File: config.mk
export PLATFORM = sky130hd
export DESIGN_NAME = uuid_text_parser_flat
export DESIGN_NICKNAME = d
export VERILOG_FILES = /design/src/sv/utp_pkg.sv /design/src/sv/utp_char_if.sv /design/src/sv/utp_result_if.sv /design/src/sv/uuid_text_parser.sv /design/src/flat_wrapper.sv
export SDC_FILE = /design/constraint.sdc
export NUM_CORES = 1
export LEC_CHECK = 0
export BUFFER_PORTS_ARGS = -buffer_cell sky130_fd_sc_hd__buf_2
export CORE_MARGIN = 3
export CORE_UTILIZATION = 45
export CTS_BUF_LIST = sky130_fd_sc_hd__clkbuf_8
export DETAILED_ROUTE_END_ITERATION = 8
export PLACE_DENSITY_LB_ADDON = 0.08
export RECOVER_POWER = 25
export SYNTH_ARGS = -nofsm -noshare
export SYNTH_HDL_FRONTEND = slang
export SYNTH_SLANG_ARGS = --single-unit
File: constraint.sdc
create_clock -name clk -period 6.07 [get_ports clk]
set_input_delay 1.5175 -clock clk [delete_from_list [all_inputs] [get_ports clk]]
set_output_delay 1.5175 -clock clk [all_outputs]
set_load 0.05 [all_outputs]
File: src/sv/utp_pkg.sv
// Shared widths, constants and the status code type of the UUID text parser.
// No dependencies; every other file refers to it by scoped names.
`timescale 1ns / 1ps

package utp_pkg;

    localparam int CharW   = 8;
    localparam int HalfW   = 64;
    localparam int StatusW = 3;
    localparam int CountW  = 6;
    localparam int NibbleW = 4;
    localparam int Digits  = 32;
    localparam int DigitIdxW = $clog2(Digits);

    localparam logic [CountW-1:0] TextLen   = 6'd36;
    localparam logic [CountW-1:0] DigitsMax = 6'd32;
    localparam logic [CountW-1:0] CountSat  = 6'd37;

    // Positions of the four hyphens in the canonical text
    localparam logic [CountW-1:0] HyphenPos0 = 6'd8;
    localparam logic [CountW-1:0] HyphenPos1 = 6'd13;
    localparam logic [CountW-1:0] HyphenPos2 = 6'd18;
    localparam logic [CountW-1:0] HyphenPos3 = 6'd23;

    localparam logic [CharW-1:0]   HyphenChar = 8'h2D;
    localparam logic [NibbleW-1:0] VersionWanted = 4'd7;
    localparam int                 VersionSlot = 12;

    typedef enum logic [StatusW-1:0] {
        ST_OK          = 3'd0,
        ST_BAD_LENGTH  = 3'd1,
        ST_BAD_HYPHEN  = 3'd2,
        ST_BAD_HEX     = 3'd3,
        ST_BAD_VERSION = 3'd4
    } status_t;

endpackage

File: src/sv/utp_char_if.sv
// Character channel of the UUID text parser: valid, ready, one character and an end mark.
// Depends on utp_pkg for the field widths.
`timescale 1ns / 1ps

interface utp_char_if;
    logic                      valid;
    logic                      ready;
    logic [utp_pkg::CharW-1:0] ch;
    logic                      is_end;

    modport source (output valid, output ch, output is_end, input ready);
    modport sink   (input valid, input ch, input is_end, output ready);
endinterface

File: src/sv/utp_result_if.sv
// Result channel of the UUID text parser: valid, ready, the 128-bit value and a status.
// Depends on utp_pkg for the field widths.
`timescale 1ns / 1ps

interface utp_result_if;
    logic                        valid;
    logic                        ready;
    logic [utp_pkg::HalfW-1:0]   uuid_upper;
    logic [utp_pkg::HalfW-1:0]   uuid_lower;
    logic [utp_pkg::StatusW-1:0] status;

    modport source (output valid, output uuid_upper, output uuid_lower, output status,
                    input ready);
    modport sink   (input valid, input uuid_upper, input uuid_lower, input status,
                    output ready);
endinterface

File: src/sv/uuid_text_parser.sv
// UUID text parser: one character beat per cycle, a result beat after each end beat.
// A result is registered: an accepted end beat passes the input stage, then loads the result register.
// Throughput: one beat per cycle, set by the single input register stage; an end beat
// waits in that stage only while the result register still holds an untaken result.
// Reset: all counters, flags, digit slots and valid bits clear; mode_reg resets to strict.
// Depends on utp_pkg, utp_char_if and utp_result_if.
`timescale 1ns / 1ps

module uuid_text_parser (
    input  logic                clk,
    input  logic                rst_n,
    input  logic                wr_en,
    input  logic                wr_data,
    utp_char_if.sink            chars,
    utp_result_if.source        result
);

    // Returns {is_hex, value}
    function automatic logic [utp_pkg::NibbleW:0] hex_decode(input logic [utp_pkg::CharW-1:0] c);
        logic [utp_pkg::NibbleW:0] r;
        r = '0;
        if (c >= 8'h30 && c <= 8'h39)
        begin
            r = {1'b1, 4'(c - 8'h30)};
        end
        else if (c >= 8'h61 && c <= 8'h66)
        begin
            r = {1'b1, 4'(c - 8'h61 + 8'd10)};
        end
        else if (c >= 8'h41 && c <= 8'h46)
        begin
            r = {1'b1, 4'(c - 8'h41 + 8'd10)};
        end
        return r;
    endfunction

    logic mode_reg;

    // Input stage
    logic                      stage_valid_reg;
    logic [utp_pkg::CharW-1:0] stage_ch_reg;
    logic                      stage_end_reg;

    // Parse state
    logic [utp_pkg::CountW-1:0]  char_count_reg, char_count_next;
    logic [utp_pkg::CountW-1:0]  digit_count_reg, digit_count_next;
    logic                        format_flag_reg, format_flag_next;
    logic                        hex_flag_reg, hex_flag_next;
    logic [utp_pkg::NibbleW-1:0] nib_reg [utp_pkg::Digits];

    // Result register
    logic                        out_valid_reg, out_valid_next;
    logic [utp_pkg::HalfW-1:0]   upper_reg, lower_reg;
    utp_pkg::status_t            status_reg;

    logic                        out_free;
    logic                        stage_go;
    logic                        take_end;
    logic                        put_en;
    logic [utp_pkg::NibbleW-1:0] put_val;
    logic [utp_pkg::NibbleW:0]   hex;
    logic                        is_hyphen_slot;
    logic                        room;
    utp_pkg::status_t            status_calc;
    logic [utp_pkg::HalfW-1:0]   upper_calc, lower_calc;

    assign out_free     = !out_valid_reg || result.ready;
    assign stage_go     = stage_valid_reg && (!stage_end_reg || out_free);
    assign take_end     = stage_go && stage_end_reg;
    assign chars.ready  = !stage_valid_reg || stage_go;

    assign hex  = hex_decode(stage_ch_reg);
    assign room = digit_count_reg < utp_pkg::DigitsMax;
    assign is_hyphen_slot = (char_count_reg == utp_pkg::HyphenPos0)
                         || (char_count_reg == utp_pkg::HyphenPos1)
                         || (char_count_reg == utp_pkg::HyphenPos2)
                         || (char_count_reg == utp_pkg::HyphenPos3);

    always_comb
    begin
        char_count_next  = char_count_reg;
        digit_count_next = digit_count_reg;
        format_flag_next = format_flag_reg;
        hex_flag_next    = hex_flag_reg;
        put_en           = 1'b0;
        put_val          = hex[utp_pkg::NibbleW-1:0];

        if (stage_go && stage_end_reg)
        begin
            char_count_next  = '0;
            digit_count_next = '0;
            format_flag_next = 1'b0;
            hex_flag_next    = 1'b0;
        end
        else if (stage_go)
        begin
            if (char_count_reg != utp_pkg::CountSat)
            begin
                char_count_next = char_count_reg + 6'd1;
            end
            if (!mode_reg)
            begin
                if (char_count_reg < utp_pkg::TextLen)
                begin
                    if (is_hyphen_slot)
                    begin
                        if (stage_ch_reg != utp_pkg::HyphenChar)
                        begin
                            format_flag_next = 1'b1;
                        end
                    end
                    else
                    begin
                        // a bad character still takes a digit slot, as zero
                        if (!hex[utp_pkg::NibbleW])
                        begin
                            hex_flag_next = 1'b1;
                            put_val       = '0;
                        end
                        put_en = room;
                    end
                end
            end
            else if (room && stage_ch_reg != utp_pkg::HyphenChar)
            begin
                if (!hex[utp_pkg::NibbleW])
                begin
                    hex_flag_next = 1'b1;
                end
                else
                begin
                    put_en = 1'b1;
                end
            end
            if (put_en)
            begin
                digit_count_next = digit_count_reg + 6'd1;
            end
        end
    end

    always_comb
    begin
        if (!mode_reg)
        begin
            if (char_count_reg != utp_pkg::TextLen)
            begin
                status_calc = utp_pkg::ST_BAD_LENGTH;
            end
            else if (format_flag_reg)
            begin
                status_calc = utp_pkg::ST_BAD_HYPHEN;
            end
            else if (hex_flag_reg)
            begin
                status_calc = utp_pkg::ST_BAD_HEX;
            end
            else if (nib_reg[utp_pkg::VersionSlot] != utp_pkg::VersionWanted)
            begin
                status_calc = utp_pkg::ST_BAD_VERSION;
            end
            else
            begin
                status_calc = utp_pkg::ST_OK;
            end
        end
        else
        begin
            if (hex_flag_reg)
            begin
                status_calc = utp_pkg::ST_BAD_HEX;
            end
            else if (digit_count_reg != utp_pkg::DigitsMax)
            begin
                status_calc = utp_pkg::ST_BAD_LENGTH;
            end
            else if (nib_reg[utp_pkg::VersionSlot] != utp_pkg::VersionWanted)
            begin
                status_calc = utp_pkg::ST_BAD_VERSION;
            end
            else
            begin
                status_calc = utp_pkg::ST_OK;
            end
        end
    end

    // Pack digits big-endian: slot 0 lands in the top nibble of the upper half
    always_comb
    begin
        for (int i = 0; i < utp_pkg::Digits / 2; i++)
        begin
            upper_calc[utp_pkg::HalfW-1-utp_pkg::NibbleW*i -: utp_pkg::NibbleW] = nib_reg[i];
            lower_calc[utp_pkg::HalfW-1-utp_pkg::NibbleW*i -: utp_pkg::NibbleW] =
                nib_reg[i + utp_pkg::Digits / 2];
        end
    end

    always_comb
    begin
        out_valid_next = out_valid_reg;
        if (take_end)
        begin
            out_valid_next = 1'b1;
        end
        else if (result.ready)
        begin
            out_valid_next = 1'b0;
        end
    end

    always_ff @(posedge clk or negedge rst_n)
    begin
        if (!rst_n)
        begin
            mode_reg        <= 1'b0;
            stage_valid_reg <= 1'b0;
            char_count_reg  <= '0;
            digit_count_reg <= '0;
            format_flag_reg <= 1'b0;
            hex_flag_reg    <= 1'b0;
            out_valid_reg   <= 1'b0;
        end
        else
        begin
            if (wr_en)
            begin
                mode_reg <= wr_data;
            end
            if (chars.ready)
            begin
                stage_valid_reg <= chars.valid;
            end
            char_count_reg  <= char_count_next;
            digit_count_reg <= digit_count_next;
            format_flag_reg <= format_flag_next;
            hex_flag_reg    <= hex_flag_next;
            out_valid_reg   <= out_valid_next;
        end
    end

    // Digit slots: cleared at reset and after every result
    always_ff @(posedge clk or negedge rst_n)
    begin
        if (!rst_n)
        begin
            for (int i = 0; i < utp_pkg::Digits; i++)
            begin
                nib_reg[i] <= '0;
            end
        end
        else if (take_end)
        begin
            for (int i = 0; i < utp_pkg::Digits; i++)
            begin
                nib_reg[i] <= '0;
            end
        end
        else if (put_en)
        begin
            nib_reg[digit_count_reg[utp_pkg::DigitIdxW-1:0]] <= put_val;
        end
    end

    always_ff @(posedge clk)
    begin
        if (chars.ready && chars.valid)
        begin
            stage_ch_reg  <= chars.ch;
            stage_end_reg <= chars.is_end;
        end
        if (take_end)
        begin
            status_reg <= status_calc;
            upper_reg  <= (status_calc == utp_pkg::ST_OK) ? upper_calc : '0;
            lower_reg  <= (status_calc == utp_pkg::ST_OK) ? lower_calc : '0;
        end
    end

    assign result.valid      = out_valid_reg;
    assign result.uuid_upper = upper_reg;
    assign result.uuid_lower = lower_reg;
    assign result.status     = status_reg;

`ifndef SYNTH
    a_digit_bound: assert property (@(posedge clk) disable iff (!rst_n)
        digit_count_reg <= utp_pkg::DigitsMax && char_count_reg <= utp_pkg::CountSat)
        else $error("parse counter past its bound");

    a_clear_after_end: assert property (@(posedge clk) disable iff (!rst_n)
        take_end |=> (char_count_reg == '0 && digit_count_reg == '0
                      && !format_flag_reg && !hex_flag_reg))
        else $error("parse state not cleared after end beat");

    a_error_zero: assert property (@(posedge clk) disable iff (!rst_n)
        (out_valid_reg && status_reg != utp_pkg::ST_OK) |->
        (upper_reg == '0 && lower_reg == '0))
        else $error("nonzero value on error result");

    a_no_overwrite: assert property (@(posedge clk) disable iff (!rst_n)
        (out_valid_reg && !result.ready) |-> !take_end)
        else $error("result register overwritten while stalled");
`endif

endmodule
File: src/flat_wrapper.sv
// flat-port wrapper written by rule: the top's interface ports become plain ports
module uuid_text_parser_flat 
  (clk, rst_n, wr_en, wr_data, chars_valid, chars_ch, chars_is_end, chars_ready, result_valid, result_uuid_upper, result_uuid_lower, result_status, result_ready);
  utp_char_if chars_i ();
  utp_result_if result_i ();
  input  logic clk;
  input  logic rst_n;
  input  logic wr_en;
  input  logic wr_data;
  input wire logic [$bits(chars_i.valid)-1:0] chars_valid;
  input wire logic [$bits(chars_i.ch)-1:0] chars_ch;
  input wire logic [$bits(chars_i.is_end)-1:0] chars_is_end;
  output wire logic [$bits(chars_i.ready)-1:0] chars_ready;
  output wire logic [$bits(result_i.valid)-1:0] result_valid;
  output wire logic [$bits(result_i.uuid_upper)-1:0] result_uuid_upper;
  output wire logic [$bits(result_i.uuid_lower)-1:0] result_uuid_lower;
  output wire logic [$bits(result_i.status)-1:0] result_status;
  input wire logic [$bits(result_i.ready)-1:0] result_ready;
  assign chars_i.valid = chars_valid;
  assign chars_i.ch = chars_ch;
  assign chars_i.is_end = chars_is_end;
  assign chars_ready = chars_i.ready;
  assign result_valid = result_i.valid;
  assign result_uuid_upper = result_i.uuid_upper;
  assign result_uuid_lower = result_i.uuid_lower;
  assign result_status = result_i.status;
  assign result_i.ready = result_ready;
  uuid_text_parser u_core (.clk(clk), .rst_n(rst_n), .wr_en(wr_en), .wr_data(wr_data), .chars(chars_i), .result(result_i));
endmodule
==> run metrics, run 1 <==
R2R depth=8; Post-Layout Cell Count=1,453; CP endpoint=u_core.nib_reg[64]$_DFFE_PN0P_; PortBufs=147; Cell variety after synth=60; syn avg cell area=12.7 µm²; # diodes=0; FMAX=245 MHz; CTS Sinks=285; gr usage total=0.196; peak supply drop=161 µV; Nets=1,111; slowest CP cell=clkbuf_1; deepest clock path buffer count=3; syn_nets=970; DRC Markers=0; largest net degree at the start of global routing=95; top cell type by total area after synthesis=edfxtp_1; post_cts resized=0; Post-synth EDFFs=140; layout cells sized above 1=0.221; critical path required time=6.60 ns; RSZ-0062 raised after global routing=false; crit end category=asynchronous set/reset pin; Yosys reg bits=285; Synth Area in XOR/XNOR=0.00220; Crit Reg-Reg Startpoint=u_core.digit_count_reg[0]$_DFFE_PN0P_; multiplexer share of the synthesized area=0.00262; first-pass GRT wire length=45,200 µm; Std-Cell Rows=58; CP Buf/Inv Count=2; Fill cells=2,282; fraction of registers with async set/reset=0.509; Critical Path Stages=2; top-area cell type share of the netlist area=0.352; Root Driver=clkbuf_8; Mapped Area=11,900 µm²; grt total ovfl=0; crit path time final=4.08 ns; max_slew headroom=-0.905; post-synthesis simple-gate area fraction=0.147; Primary FF master, synth=dfrtp_1; reg-to-reg endpoint=u_core.result.uuid_lower[28]$_SDFFCE_PP0P_; crit path cell chain=clkbuf_1 -> clkbuf_2; CP delay by family, top=buffers and inverters; Worst R2R Setup Slack=2.51 ns; Initial DRC Count=611; Hold Crit Class=flip-flop to flip-flop; worst clock skew=0.0296 ns; maxcap violations=1; status=complete, but fails checks; Min Hold Slack=0.491 ns; largest family of logic cells by synthesized area=simple AND/OR/NAND/NOR gates; Inserted Clock Buffers=47; die height=169 µm; CTS clk-pin slew, worst paths=0.06 ns; Pre-Repair DR Iteration Count=6; Die Span X=169 µm; vias in the first global route=8,062; Synth area leaders=edfxtp_1 (35%), dfrtp_1 (30%), and2_1 (7.1%), a32o_1 (3.9%), o22ai_1 (2.8%); power density over the cells=302 nW/µm²; post-synthesis compound-gate area fraction=0.137; Seq/Total Area, Yosys=0.656; synth-to-layout area growth=15.8%; HPWL Detailed=17,500 µm; total number of yosys warnings=0; LEAKAGE=5.68 nW; wire per inst=19.0 µm; CTS tree=built; drt total wl=27,700 µm; H-tree Lvls=2; routed vias=7,980; I/O Pins=148; Initial Util=0.466; final setup vio count=0; CP Launch Type=input pin; Max stage delay on crit path=1.98 ns; violated checks=max-capacitance violations, max-slew violations; initial antenna violation count=0; post-layout util=0.539; CP max FO=53; critical path type=input pin to asynchronous set/reset pin; hold buffer count at CTS=0; Worst Setup SP=rst_n; Placed Cells=1,365; gpl congestion=0.787; final antenna-violating net count=0; post-synthesis instance total=943; latest clock arrival within the worst-skew pair=0.56 ns; Slew Viols, Final=54; DR vias/cell=5.49; Worst EP arrival=4.61 ns; Die Footprint=28,500 µm²; Slew @ Worst Pin=2.86 ns; setup TNS=0 ns; Adder-Cell Fraction of Synth Area=0.0126; Post-CTS Setup Inserts=0; core area=25,600 µm²; fin crit share=0.672; final hold vios=0
## stage by stage
| stage | cell area, µm² | worst slack, ns | power, mW |
|---|---|---|---|
| after global placement | 13000 | 1.76 | 2.66 |
| after floorplan | 11900 | 0.135 | 2.52 |
| after CTS | 13800 | 2.33 | 4.23 |
| final | 13800 | 1.99 | 4.18 |
| after detailed placement | 13000 | 1.74 | 2.66 |
| after global routing | 13800 | 1.30 | 4.36 |
## cell usage after synthesis (2+ instances only)
library cell / n
nand4_1: 9
nor3_1: 34
nand2b_1: 11
o32ai_1: 3
xnor2_1: 3
or4b_1: 2
o22ai_1: 54
or3_1: 8
nor3b_1: 2
nor2_1: 36
nand4bb_1: 2
a211o_1: 2
dfrtp_1: 145
and2_1: 135
a31oi_1: 6
ha_1: 12
o31ai_1: 2
o41ai_2: 13
nor2b_1: 3
o2bb2ai_1: 11
nand2_1: 35
a41oi_1: 3
mux2i_1: 2
or4_1: 2
a32o_1: 46
o21ai_0: 15
buf_2: 7
clkbuf_1: 56
a21o_1: 2
nand3_1: 19
a2bb2o_2: 2
and3b_1: 3
inv_1: 65
o311ai_0: 7
a21oi_1: 12
o21bai_1: 6
a2bb2o_1: 4
edfxtp_1: 140
or2_2: 2
buf_1: 2
## layout by cell type (no fill, tap or decap), drive strengths merged, types with 35 or more instances in the layout
cell type  instances
and2             136
dfrtp            145
nor2              37
a32o              46
nand2             35
edfxtp           140
clkbuf            56
buf              154
inv               79
o22ai             54
## power by group
| group | internal, mW | switching [mW] | leakage [nW] |
|---|---|---|---|
| logic | 0.0966 | 0.392 | 1.84 |
| clock network | 0.792 | 0.763 | 0.506 |
| registers | 2.09 | 0.0391 | 3.33 |
| total | 2.98 | 1.19 | 5.68 |
## cell type report
cell class | instances | area [µm²] | share of cell area
clock inverters | 36 | 158 | 0.0114
well taps | 330 | 413 | 0.0299
repair buffers | 158 | 812 | 0.0588
flip-flops and latches | 285 | 7830 | 0.567
clock buffers | 52 | 716 | 0.0518
multi-input cells | 527 | 3640 | 0.263
inverters | 65 | 249 | 0.0180
## cell families (layout without fill, tap and decap cells)
group / Yosys count / count (layout)
compound gates: 196 / 196
fa+ha+maj: 12 / 12
buf+inv: 131 / 311
simple gates: 312 / 312
xor+xnor: 3 / 3
mux: 3 / 3
flops: 285 / 285
other cells: 1 / 1
## how the worst min path moves through the flow
| stage | slack [ns] | to | cells past startpoint | from |
|---|---|---|---|---|
| final | 0.49 | u_core.nib_reg[81]$_DFFE_PN0P_ | 1 | u_core.nib_reg[81]$_DFFE_PN0P_ |
| after global routing | 0.51 | u_core.nib_reg[95]$_DFFE_PN0P_ | 1 | u_core.nib_reg[95]$_DFFE_PN0P_ |
| after floorplan | 0.45 | u_core.nib_reg[64]$_DFFE_PN0P_ | 1 | u_core.nib_reg[64]$_DFFE_PN0P_ |
| after CTS | 0.48 | u_core.nib_reg[95]$_DFFE_PN0P_ | 1 | u_core.nib_reg[95]$_DFFE_PN0P_ |
| after detailed placement | 0.47 | u_core.nib_reg[95]$_DFFE_PN0P_ | 1 | u_core.nib_reg[95]$_DFFE_PN0P_ |
| after global placement | 0.46 | u_core.nib_reg[81]$_DFFE_PN0P_ | 1 | u_core.nib_reg[81]$_DFFE_PN0P_ |
## per-layer routing
metal  track usage  part of all wire  vias to the layer above
met1         0.290              0.47                     3955
li1              -                 -                     3749
met5             0                 0                        -
met4        0.0505             0.018                        0
met3        0.0388             0.057                       47
met2         0.300              0.45                      229
Note: power is estimated with default switching activity, not from simulation.
==> run 2: changes to the inputs <==
Clock period 6.07 ns to 4.1 ns, I/O delays scaled along.
==> run 2 against run 1 <==
  * The flow still finishes with violations (max-capacitance violations, max-slew violations)
  * Via count down 1.1%
  * First-iteration DRC count down 17%
  * Cell area up 0.49%
  * Hold slack worse by 0.0080 ns
  * Cell count up 0.62%
  * Global-route usage up 0.14 points
  * Count of clock-buffer cells in the layout up 1
  * Critical path type unchanged
  * Largest power group unchanged
  * Highest routed layer unchanged
==> run metrics, run 2 (synthesis gave the netlist of run 1 again) <==
status=complete, but fails checks (unchanged); violated checks=max-capacitance violations, max-slew violations (unchanged); worst clock skew=0.0233 ns (was 0.0296 ns); crit path time final=3.25 ns; Int Pwr=4.43 mW (was 2.98 mW); # diodes=0 (unchanged); Nets=1,120 (was 1,111); Slew @ Worst Pin=3.08 ns (was 2.86 ns); sequential share of power=0.513 (was 0.511); deepest clock path buffer count=3 (unchanged); gr usage total=0.197 (was 0.196); Net Sw Frac=0.281 (was 0.286); FMAX=308 MHz; commonest non-fill, non-tap cells in the layout=dfrtp_1 (145), buf_2 (144), edfxtp_1 (140) (unchanged); Worst EP arrival=3.21 ns (was 4.61 ns); final setup vio count=0 (unchanged); Worst R2R Setup Slack=0.98 ns (was 2.51 ns); Root Driver=clkbuf_8 (unchanged); power density over the cells=444 nW/µm² (was 302 nW/µm²); LEAKAGE=5.77 nW (was 5.68 nW); wire per inst=19.1 µm (was 19.0 µm); DRC Markers=0 (unchanged); Combinational Power Share=0.118 (was 0.117); most common cell after layout, fill and taps aside=dfrtp_1 (unchanged); CP delay by family, top=buffers and inverters (unchanged); DR vias/cell=5.40 (was 5.49); hold buffer count at CTS=0 (unchanged); critical path type=input pin to asynchronous set/reset pin (unchanged); HPWL Detailed=17,600 µm (was 17,500 µm); Pre-Repair DR Iteration Count=4 (was 6); CP max FO=55 (was 53); Fill cells=2,253 (was 2,282); max_slew headroom=-1.06 (was -0.905); final hold vios=0 (unchanged); CP Buf/Inv Count=1 (was 2); P_sw=1.73 mW (was 1.19 mW); CTS Sinks=285 (unchanged); Die Footprint=28,500 µm² (unchanged); die height=169 µm (unchanged); dpl ws=0.846 ns (was 1.74 ns); crit path cell chain=clkbuf_1 (was clkbuf_1 -> clkbuf_2); Max stage delay on crit path=2.13 ns (was 1.98 ns); final antenna-violating net count=0 (unchanged); slowest CP cell=clkbuf_1 (unchanged); first-pass GRT wire length=45,300 µm (was 45,200 µm); crit end category=asynchronous set/reset pin (unchanged); Std-Cell Rows=58 (unchanged); CTS clk-pin slew, worst paths=0.05 ns (was 0.06 ns); synth-to-layout area growth=16.3% (was 15.8%); core area=25,600 µm² (unchanged); Hold Crit Class=flip-flop to flip-flop (unchanged); RSZ-0062 raised after global routing=false (unchanged); Clk pwr share=0.369 (was 0.373); Inserted Clock Buffers=47 (unchanged); Initial DRC Count=507 (was 611); setup TNS=0 ns (unchanged); latest clock arrival within the worst-skew pair=0.56 ns (about the same); fin crit share=0.792; Final Worst Setup Slack=0.855 ns (was 1.99 ns); grt total ovfl=0 (unchanged); Initial Util=0.466 (unchanged); critical path required time=4.06 ns (was 6.60 ns); CTS tree=built (unchanged); Slew Viols, Final=56 (was 54); maxcap violations=1 (unchanged); layout cells sized above 1=0.218 (was 0.221); vias in the first global route=8,059 (was 8,062); peak supply drop=234 µV (was 161 µV); routed vias=7,892 (was 7,980); Die Span X=169 µm (unchanged); post_cts resized=0 (unchanged); gpl congestion=0.766 (was 0.787); PortBufs=147 (unchanged); CP Launch Type=input pin (unchanged); H-tree Lvls=2 (unchanged); Post-CTS Setup Inserts=0 (unchanged); I/O Pins=148 (unchanged); initial antenna violation count=0 (unchanged); drt total wl=28,000 µm (was 27,700 µm); largest net degree at the start of global routing=138 (was 95)
[run 2: cell count changes in the layout (fill, tap and decap cells not counted)]
cell / previous run / this run
buf_12: 0 / 1
buf_4: 10 / 19
clkbuf_2: 1 / 0
clkbuf_8: 52 / 53
clkinv_1: 10 / 2
clkinv_2: 11 / 1
inv_1: 77 / 94
nand3_1: 18 / 19
nand3_4: 1 / 0
[run 2: stage by stage]
step	utilization	power, mW	hold WS [ns]	cells	instance area (µm²)
5_1_grt	0.542	6.45	0.506	1462	13900
6_report	0.542	6.16	0.483	1462	13900
3_5_place_dp	0.509	3.95	0.471	1374	13000
4_1_cts	0.543	6.24	0.413	1462	13900
2_1_floorplan	-	3.72	0.448	943	11900
3_3_place_gp	0.509	3.94	0.467	1374	13000
[run 2: final timing paths]
path | start | to | depth (start not counted)
worst max-delay path | rst_n | u_core.nib_reg[68]$_DFFE_PN0P_ | 1
worst min-delay path | u_core.nib_reg[67]$_DFFE_PN0P_ | u_core.nib_reg[67]$_DFFE_PN0P_ | 1
worst max register to register | u_core.char_count_reg[0]$_DFFE_PN0P_ | u_core.nib_reg[72]$_DFFE_PN0P_ | 8
worst min register to register | u_core.nib_reg[67]$_DFFE_PN0P_ | u_core.nib_reg[67]$_DFFE_PN0P_ | 1
max in group clk | result_ready | u_core.nib_reg[115]$_DFFE_PN0P_ | 7
min in group asynchronous | rst_n | u_core.lower_calc[7]$_DFFE_PN0P_ | 1
[run 2: area by class of cell]
cell class,instances,area (µm²),share of cell area
Sequential cell,285,7830,0.564
Multi-Input combinational cell,527,3630,0.261
Timing Repair Buffer,167,895,0.0644
Clock buffer,53,729,0.0525
Tap cell,330,413,0.0297
Inverter,65,249,0.0179
Clock inverter,35,141,0.0102
[run 2: metal layers]
metal,vias up,global-route usage,share of wire
met5,-,0,0
met4,0,0.0530,0.021
met3,42,0.0376,0.048
met2,192,0.301,0.45
met1,3895,0.293,0.48
li1,3763,-,-
[run 2: power by group through the flow]
stage | Combinational (mW) | Clock, mW | Sequential, mW
2_1_floorplan | 0.309 | 0 | 3.41
3_3_place_gp | 0.729 | 0 | 3.21
3_5_place_dp | 0.734 | 0 | 3.21
4_1_cts | 0.736 | 2.35 | 3.16
5_1_grt | 0.786 | 2.50 | 3.17
6_report | 0.730 | 2.27 | 3.16
